<file path="src/sv/usfl_pkg.sv">
// usfl_pkg: codes, frame constants and the packet and job types for the sensor frame link
// no dependencies; imported by every module of the block
package usfl_pkg;

  localparam int FRAME_BYTES_DEF = 32;
  localparam int READINGS = 6;

  localparam logic [1:0] FUNC_RX    = 2'd0;
  localparam logic [1:0] FUNC_SHELL = 2'd1;
  localparam logic [1:0] FUNC_BT    = 2'd2;

  localparam logic [1:0] REQ_NONE = 2'd0;

  localparam logic [1:0] KIND_TX     = 2'd0;
  localparam logic [1:0] KIND_PACKET = 2'd1;
  localparam logic [1:0] KIND_BUSY   = 2'd2;

  localparam logic [7:0] BYTE_SOF      = 8'hAA;
  localparam logic [7:0] BYTE_TYPE_LEN = 8'h12;
  localparam logic [7:0] BYTE_EOF      = 8'hFA;
  localparam logic [7:0] BYTE_NULL     = 8'h00;
  localparam logic [3:0] MULTI_LEN_MAX = 4'd9;

  localparam logic [2:0] TX_IDX_SOF    = 3'd0;
  localparam logic [2:0] TX_IDX_TYPE   = 3'd1;
  localparam logic [2:0] TX_IDX_DEVICE = 3'd2;
  localparam logic [2:0] TX_IDX_OPTION = 3'd3;
  localparam logic [2:0] TX_IDX_EOF    = 3'd4;

  typedef struct packed {
    logic [7:0]                  device;
    logic [READINGS-1:0][31:0]   reading;
    logic [1:0]                  dest;
    logic                        multi;
  } packet_t;

  typedef struct packed {
    logic [1:0] kind;
    logic [7:0] tx_device;
    logic [7:0] tx_option;
    packet_t    packet;
  } job_t;

endpackage

</file>
<file path="src/sv/usfl_frame_rx.sv">
// usfl_frame_rx: receive frame store, write position and parallel packet decode
// depends on usfl_pkg
module usfl_frame_rx #(
  parameter int FRAME_BYTES = usfl_pkg::FRAME_BYTES_DEF
) (
  input  logic             clk,
  input  logic             rst,
  input  logic             step,
  input  logic [7:0]       rx_byte,
  output logic             close_hit,
  output usfl_pkg::packet_t packet
);
  import usfl_pkg::*;

  localparam int WPW = $clog2(FRAME_BYTES);
  localparam logic [WPW-1:0] WP_MAX = WPW'(FRAME_BYTES - 1);
  localparam int DEC_BYTES = 3 + 4 * READINGS;

  logic [7:0]     store [FRAME_BYTES];
  logic [WPW-1:0] wp;
  logic [7:0]     dec_b [DEC_BYTES];
  logic           skip;

  assign skip      = (wp == '0) && (rx_byte == BYTE_NULL);
  assign close_hit = (rx_byte == BYTE_EOF) && (wp != '0);

  // bytes as they stand once the closing zero is in place
  for (genvar i = 0; i < DEC_BYTES; i++) begin : g_dec
    assign dec_b[i] = (wp == WPW'(i)) ? BYTE_NULL : store[i];
  end

  always_comb begin
    packet.device = dec_b[2];
    packet.multi  = (dec_b[1][3:0] > MULTI_LEN_MAX);
    packet.dest   = REQ_NONE;
    for (int k = 0; k < READINGS; k++) begin
      packet.reading[k] = {dec_b[6+4*k], dec_b[5+4*k], dec_b[4+4*k], dec_b[3+4*k]};
      if (k >= 2 && !packet.multi) begin
        packet.reading[k] = '0;
      end
    end
  end

  always_ff @(posedge clk) begin
    if (rst) begin
      wp <= '0;
      for (int i = 0; i < FRAME_BYTES; i++) begin
        store[i] <= '0;
      end
    end else if (step && !skip) begin
      if (close_hit) begin
        store[wp] <= BYTE_NULL;
        wp        <= '0;
      end else if (wp < WP_MAX) begin
        store[wp] <= rx_byte;
        wp        <= wp + 1'b1;
      end
    end
  end

endmodule

</file>
<file path="src/sv/usfl_emitter.sv">
// usfl_emitter: result register and sequencer that plays one job out as one to five items
// depends on usfl_pkg
module usfl_emitter (
  input  logic              clk,
  input  logic              rst,
  input  logic              load,
  input  usfl_pkg::job_t    job_in,
  output logic              can_take,
  output logic              out_valid,
  input  logic              out_stall,
  output logic [1:0]        kind,
  output logic [7:0]        tx_byte,
  output logic              last,
  output usfl_pkg::packet_t packet
);
  import usfl_pkg::*;

  job_t       job;
  logic       busy;
  logic [2:0] idx;
  logic       fire;

  assign out_valid = busy;
  assign kind      = job.kind;
  assign packet    = job.packet;
  assign last      = (job.kind != KIND_TX) || (idx == TX_IDX_EOF);
  assign fire      = busy && !out_stall;
  assign can_take  = !busy || (fire && last);

  always_comb begin
    tx_byte = '0;
    if (job.kind == KIND_TX) begin
      unique case (idx)
        TX_IDX_SOF:    tx_byte = BYTE_SOF;
        TX_IDX_TYPE:   tx_byte = BYTE_TYPE_LEN;
        TX_IDX_DEVICE: tx_byte = job.tx_device;
        TX_IDX_OPTION: tx_byte = job.tx_option;
        TX_IDX_EOF:    tx_byte = BYTE_EOF;
        default:       tx_byte = '0;
      endcase
    end
  end

  always_ff @(posedge clk) begin
    if (rst) begin
      busy <= 1'b0;
      idx  <= TX_IDX_SOF;
    end else if (load) begin
      busy <= 1'b1;
      idx  <= TX_IDX_SOF;
    end else if (fire) begin
      if (last) begin
        busy <= 1'b0;
      end else begin
        idx <= idx + 1'b1;
      end
    end
  end

  always_ff @(posedge clk) begin
    if (load) begin
      job <= job_in;
    end
  end

endmodule

</file>
<file path="src/sv/uart_sensor_frame_link.sv">
// uart_sensor_frame_link: request framing and receive frame decode for a sensor link
// a taken item passes through the input register, then the result register, before its result leaves
// throughput: one item per cycle while in_stall is low; a request holds the result register until its five
// transmit bytes are taken, one per transmit byte, other results until their single item is taken
// reset clears the input register's valid flag, the frame store, the write position and the pending requester
// depends on usfl_pkg, usfl_frame_rx, usfl_emitter
module uart_sensor_frame_link #(
  parameter int FRAME_BYTES = usfl_pkg::FRAME_BYTES_DEF
) (
  input  logic        clk,
  input  logic        rst,
  input  logic        in_valid,
  output logic        in_stall,
  input  logic [1:0]  func,
  input  logic [7:0]  rx_byte,
  input  logic [7:0]  request_device,
  input  logic [7:0]  request_option,
  output logic        out_valid,
  input  logic        out_stall,
  output logic [1:0]  kind,
  output logic [7:0]  tx_byte,
  output logic        last,
  output logic [7:0]  packet_device,
  output logic [31:0] reading_one,
  output logic [31:0] reading_two,
  output logic [31:0] reading_three,
  output logic [31:0] reading_four,
  output logic [31:0] reading_five,
  output logic [31:0] reading_six,
  output logic [1:0]  destination,
  output logic        multi_reading
);
  import usfl_pkg::*;

  logic       item_valid;
  logic [1:0] item_func;
  logic [7:0] item_byte;
  logic [7:0] item_device;
  logic [7:0] item_option;
  logic [1:0] pending;
  logic [1:0] pending_next;

  logic       is_req;
  logic       is_rx;
  logic       close_hit;
  logic       needs_result;
  logic       can_take;
  logic       advance;
  logic       load;
  packet_t    rx_packet;
  packet_t    out_packet;
  job_t       job;

  assign is_req = (item_func == FUNC_SHELL) || (item_func == FUNC_BT);
  assign is_rx  = (item_func == FUNC_RX);

  assign needs_result = is_req || (is_rx && close_hit && pending != REQ_NONE);
  assign advance      = item_valid && (!needs_result || can_take);
  assign load         = advance && needs_result;
  assign in_stall     = item_valid && !advance;

  always_comb begin
    job           = '0;
    pending_next  = pending;
    if (is_req) begin
      job.tx_device = item_device;
      job.tx_option = item_option;
      if (pending != REQ_NONE) begin
        job.kind = KIND_BUSY;
      end else begin
        job.kind     = KIND_TX;
        pending_next = item_func;
      end
    end else if (is_rx && close_hit) begin
      job.kind        = KIND_PACKET;
      job.packet      = rx_packet;
      job.packet.dest = pending;
      pending_next    = REQ_NONE;
    end
    if (job.kind != KIND_TX) begin
      job.tx_device = '0;
      job.tx_option = '0;
    end
  end

  always_ff @(posedge clk) begin
    if (rst) begin
      item_valid <= 1'b0;
      pending    <= REQ_NONE;
    end else begin
      if (in_valid && !in_stall) begin
        item_valid <= 1'b1;
      end else if (advance) begin
        item_valid <= 1'b0;
      end
      if (advance) begin
        pending <= pending_next;
      end
    end
  end

  always_ff @(posedge clk) begin
    if (in_valid && !in_stall) begin
      item_func   <= func;
      item_byte   <= rx_byte;
      item_device <= request_device;
      item_option <= request_option;
    end
  end

  usfl_frame_rx #(
    .FRAME_BYTES(FRAME_BYTES)
  ) u_frame_rx (
    .clk       (clk),
    .rst       (rst),
    .step      (advance && is_rx),
    .rx_byte   (item_byte),
    .close_hit (close_hit),
    .packet    (rx_packet)
  );

  usfl_emitter u_emitter (
    .clk       (clk),
    .rst       (rst),
    .load      (load),
    .job_in    (job),
    .can_take  (can_take),
    .out_valid (out_valid),
    .out_stall (out_stall),
    .kind      (kind),
    .tx_byte   (tx_byte),
    .last      (last),
    .packet    (out_packet)
  );

  assign packet_device = out_packet.device;
  assign reading_one   = out_packet.reading[0];
  assign reading_two   = out_packet.reading[1];
  assign reading_three = out_packet.reading[2];
  assign reading_four  = out_packet.reading[3];
  assign reading_five  = out_packet.reading[4];
  assign reading_six   = out_packet.reading[5];
  assign destination   = out_packet.dest;
  assign multi_reading = out_packet.multi;

endmodule

</file>
<file path="config.mk">
export PLATFORM = sky130hd
export DESIGN_NAME = uart_sensor_frame_link
export DESIGN_NICKNAME = d
export VERILOG_FILES = /design/src/sv/usfl_pkg.sv /design/src/sv/usfl_frame_rx.sv /design/src/sv/usfl_emitter.sv /design/src/sv/uart_sensor_frame_link.sv
export SDC_FILE = /design/constraint.sdc
export NUM_CORES = 1
export LEC_CHECK = 0
export ABC_AREA = 1
export BUFFER_PORTS_ARGS = -buffer_cell sky130_fd_sc_hd__buf_2
export CAP_MARGIN = 5
export CORE_MARGIN = 3
export CORE_UTILIZATION = 35
export DETAILED_ROUTE_END_ITERATION = 8
export PLACE_DENSITY = 0.56
export SLEW_MARGIN = 25
export SYNTH_ARGS = -nofsm -noshare
export SYNTH_HDL_FRONTEND = slang
export SYNTH_HIERARCHICAL = 1
export SYNTH_SLANG_ARGS = --single-unit
export TNS_END_PERCENT = 50
</file>
<file path="constraint.sdc">
create_clock -name clk -period 16.9 [get_ports clk]
set_clock_uncertainty 0.2 [all_clocks]
set_input_delay 0.845 -clock clk [delete_from_list [all_inputs] [get_ports clk]]
set_output_delay 0.845 -clock clk [all_outputs]
set_load 0.1 [all_outputs]
</file>
# Word level (Yosys, flattened, before mapping)
# Memories as Yosys holds them, arrays and structs flattened. A register that Yosys moved wholly into a read port is not among the register bits.
# Index checks and enable logic that the tools add are counted.
[word_totals]
register_bits = 59
mem_count = 1
mem_bits_rw = 256
[classes]
bitwise = 5
n_lt_le_gt_ge = 2
reduce_logical = 70
n_eq_ne = 34
n_addsub = 2
n_mux = 31
[memory_table]
columns = ["memory", "words", "width", "read_ports", "rd_ports_with_merged_regs", "wr", "line", "text"]
rows = [
  ["u_frame_rx.store", 32, 8, 26, 25, 32, "usfl_frame_rx.sv:19", "logic [7:0] store [FRAME_BYTES];"],
]
[op_table]
columns = ["cell", "n"]
rows = [
  ["4-bit OR reduction", 16],
  ["5-bit equality test (second input constant)", 11],
  ["5-bit by 4-bit equality test with 1-bit output (second input constant)", 8],
  ["8-bit case mux with 5 select lines", 1],
  ["3-bit OR reduction", 9],
  ["8-bit two-way mux", 3],
  ["5-bit by 3-bit equality test with 1-bit output (second input constant)", 4],
  ["1-bit two-way mux", 18],
  ["2-bit nonzero test", 8],
  ["5-bit two-way mux", 3],
  ["1-bit logical AND", 12],
  ["5-bit by 2-bit equality test with 1-bit output (second input constant)", 2],
  ["2-bit two-way mux", 5],
  ["8-bit equality test (second input constant)", 1],
  ["8-bit logical NOT", 1],
  ["8-bit OR reduction", 1],
  ["3-bit by 2-bit equality test with 1-bit output (second input constant)", 2],
  ["1-bit logical NOT", 6],
  ["2-bit AND reduction", 3],
  ["2-bit OR reduction", 3],
  ["5-bit by 1-bit adder with 5-bit output (second input constant)", 1],
  ["5-bit by 1-bit equality test with 1-bit output (second input constant)", 1],
  ["5-bit logical NOT", 1],
  ["1-bit logical OR", 5],
  ["15 further kinds", 19],
]

# Logic depth before layout (Yosys ltp)
[logic_depth]
word_depth = 16
depth_mapped = 17
depth_no_buf = 16

# Modules after synthesis
# The synthesis kept the hierarchy.
[by_module_without_submodules]
columns = ["mod", "area_per_inst_um2", "cells_each", "instances"]
rows = [
  ["usfl_frame_rx", 9869.5, 1027, 1],
  ["usfl_emitter", 8625.8, 508, 1],
  ["uart_sensor_frame_link", 2889.0, 531, 1],
]

# Worst setup path after synthesis
# Ideal clock, no wire load.
[synth_path]
path_kind = "register to register"
startpoint = "reg u_emitter.idx[0]"
endpoint = "reg u_emitter.idx[0]"
stages_incl_launch_ff = 12
path_slack_ns = 9.918
n_path_buf = 0
required_ns = 16.583
setup_time_ns = 0.117
arrival_ns = 6.665
path_cell_list = "dfxtp_1 inv_1 ha_1 nand2_2 nand2_1 nand2_1 nand2_1 nand3_1 inv_1 nor2_1 nand2_1 nor2_1"
[synth_between]
elab_chain_len = 8
word_cells_on_any_way = 11
cone_classes = "add/sub (1); eq/ne (1); bitwise (1); reduce/logical (8)"
[synth_lines]
columns = ["item", "line", "text"]
rows = [
  ["start: declaration", "usfl_emitter.sv:20", "logic [2:0] idx;"],
  ["start signal: assignment", "usfl_emitter.sv:55", "idx <= idx + 1'b1;"],
  ["3-bit equality test", "usfl_emitter.sv:26", "assign last = (job.kind != KIND_TX) || (idx == TX_IDX_EOF);"],
  ["1-bit logical OR", "usfl_emitter.sv:26", ""],
  ["via last", "uart_sensor_frame_link.sv:22", "output logic last,"],
  ["1-bit logical AND", "usfl_emitter.sv:28", "assign can_take = !busy || (fire && last);"],
  ["1-bit logical OR", "usfl_emitter.sv:28", ""],
  ["via can_take", "uart_sensor_frame_link.sv:47", "logic can_take;"],
  ["1-bit logical OR", "uart_sensor_frame_link.sv:58", "assign advance = item_valid && (!needs_result || can_take);"],
  ["1-bit logical AND", "uart_sensor_frame_link.sv:58", ""],
  ["1-bit logical AND", "uart_sensor_frame_link.sv:59", "assign load = advance && needs_result;"],
  ["via load", "uart_sensor_frame_link.sv:49", "logic load;"],
  ["2-bit OR reduction (no line)", "-", ""],
]
# The timed path passes the listed nets, and every way through them passes these cells.
# A chain may end at the register's enable or synchronous reset.

==> run metrics <==
peak supply drop=about 0.07 mV; Post-Syn Instances=slightly above 2k; proportion of layout cells with a drive suffix above 1=between 10% and 20%; Total GRT Usage=14.4%; Setup Buffers After CTS=0; n_diodes=0; Resize count post-CTS=0; cell row count=89; max incr delay on CP=640 ps; pin count of the biggest net entering global routing=about 130; crit-path cells=inv_1 > ha_1 > nand3_2 > nand3_2 > inv_1 > nand2_1 > inv_2 > nand2_1 > nand2_1 > nand2_2 > and3_1 > nand2_2 > clkinv_2 > nand4_1 > nand2_1; highest clock rate=between 200 and 300 MHz; H-tree levels=2; final core utilization=approximately two fifths; placeable core region=roughly 0.060 mm^2; critical setup path kind=flip-flop to flip-flop; hold_ws=230 ps; clk sinks=between 400 and 500; worst relative slew slack=~28%; Min-Delay Path Class=primary input to flip-flop; ANT nets after route=0; gpl congestion=between 0.7 and 0.8; Critical Path Source Type=flip-flop; Reg clk slew, reported paths=about 60 ps; Initial Util=a little over a third; I/O Buffers=about 250; full die area=0.0640 mm^2; first-pass GRT wire length=slightly above 70000 um; Tcrit/Tclk final=a little under a quarter; Cell Pwr Density=roughly 120 mW/mm^2; Ys Warns=6; DR WL/cell=16.1 um; DRT Wirelength=46700 um; total I/O pin count=roughly 250; outcome=complete, no violations; WP data arrival=~3900 ps; vias in the first global route=12.9k; final worst path period need=roughly 3800 ps; final hold vios=0; nets@finish=approximately 2.1k; Crit Path Max Fanout=27; Die Wd=between 200 and 300 um; CTS tree=done; Worst-Margin Slew=approximately 1100 ps; number of remaining DRC errors=0; worst skew pair latency=a little under 600 ps; slowest cell on the critical path=clkinv_2; Syn Area/Cell=about 10 um^2; syn nets=2106; detailed placement HPWL=29400 um; Die H=between 200 and 300 um; Syn-to-layout area delta=9.93%; Leak=roughly 9.0 nW; initial antenna violation count=0; DR vias/cell=between 4 and 5; Critical Path RT=16930 ps; CP most frequent cell=nand2_1; via count=12.9k; Slew Limit Fails=0; setup TNS=0 ps; # fillers=between 5k and 6k; cts hold-fix bufs=0; max-cap violations=0; drt pass-1 iters=5; number of buffers created by CTS=about 50; DRT iter0 DRCs=about 800; sequential cell area=0.0138 mm^2; capturing element type of the critical path=flip-flop; clk buf depth=3; gr ovfl total=0; multi-input logic area=~0.0043 mm^2; Post-Syn Area=0.0214 mm^2; Clock Tree Root=clkbuf_16; Final Setup Violations=0; unrepaired setup endpoints after global routing=no
layout by cell type, fill, tap and decap left out, types with 5 or more instances in the layout:
master and count:
clkinv_1 12, nand2_2 7, nand4_2 24, clkbuf_1 5, clkbuf_16 53, nand2_1 248
nor2_2 30, nand3_2 6, nand4_1 7, nand3_4 5, bufinv_16 14, dfxtp_1 12
buf_2 245, nor2_1 611, a21oi_1 10, edfxtp_1 450, clkinv_2 9, inv_1 330
ha_1 13, nand3_1 13
metal layers:
layer | share of wire [%] | up-vias | GRT usage (%)
met2 | 46 | 373 | 23.7
li1 | - | 6267 | -
met1 | 44 | 6140 | 18.9
met4 | 2.9 | 0 | 4.86
met5 | 0 | - | 0
met3 | 6.5 | 83 | 3.25
flip-flops by register name, indices dropped and copies added, names as in the netlist:
name                 flops
u_emitter/packet       203
u_frame_rx/store       203
u_emitter/job           16
item_byte                8
item_device              8
item_option              8
u_frame_rx/wp            5
u_emitter/idx            3
item_func                2
pending                  2
u_emitter/kind           2
item_valid               1
u_emitter/out_valid      1
where the power goes:
group	total [mW]	switching [mW]	leakage, nW	internal [mW]
Sequential	1.32	0.0165	4.32	1.30
Combinational	0.246	0.216	3.73	0.0294
Clock	1.23	0.453	0.907	0.782
Total	2.80	0.685	8.96	2.11
metrics by stage:
step           power [mW]  cells  setup slack [ps]  cell area (um^2)
2_1_floorplan        1.57   2063              9920             21400
3_3_place_gp         1.59   2812             13120             21600
3_5_place_dp         1.59   2812             13030             21600
4_1_cts              2.84   2905             13050             23500
5_1_grt              2.90   2905             12770             23500
6_report             2.80   2905             13080             23500
worst max-delay path, delay by kind of cell (launching register included):
| family | cells | cell delay (ps) |
|---|---|---|
| adders and majority gates | 1 | 240 |
| DFF | 1 | 400 |
| buffers and inverters | 4 | 920 |
| and+or+nand+nor | 10 | 1690 |
worst paths after layout:
kind                          start  cells after the start                 endpoint  slack (ps)
setup / recovery   u_frame_rx/wp[0]                     15  u_frame_rx/store[15][4]       13080
hold / removal    request_option[5]                      1           item_option[5]         230
setup reg to reg   u_frame_rx/wp[0]                     15  u_frame_rx/store[15][4]       13080
hold reg to reg    u_frame_rx/wp[1]                      2         u_frame_rx/wp[1]         340
final cells by class:
type                       instances  share of cell area, %
sequential                       462                   58.6
multi-input combinational        986                   18.5
clock buffer                      58                   5.73
inverter                         341                   5.51
timing repair buffer             250                   5.40
tap                              773                   4.12
clock inverter                    35                   2.24
Note: power is estimated with default switching activity, not from simulation.
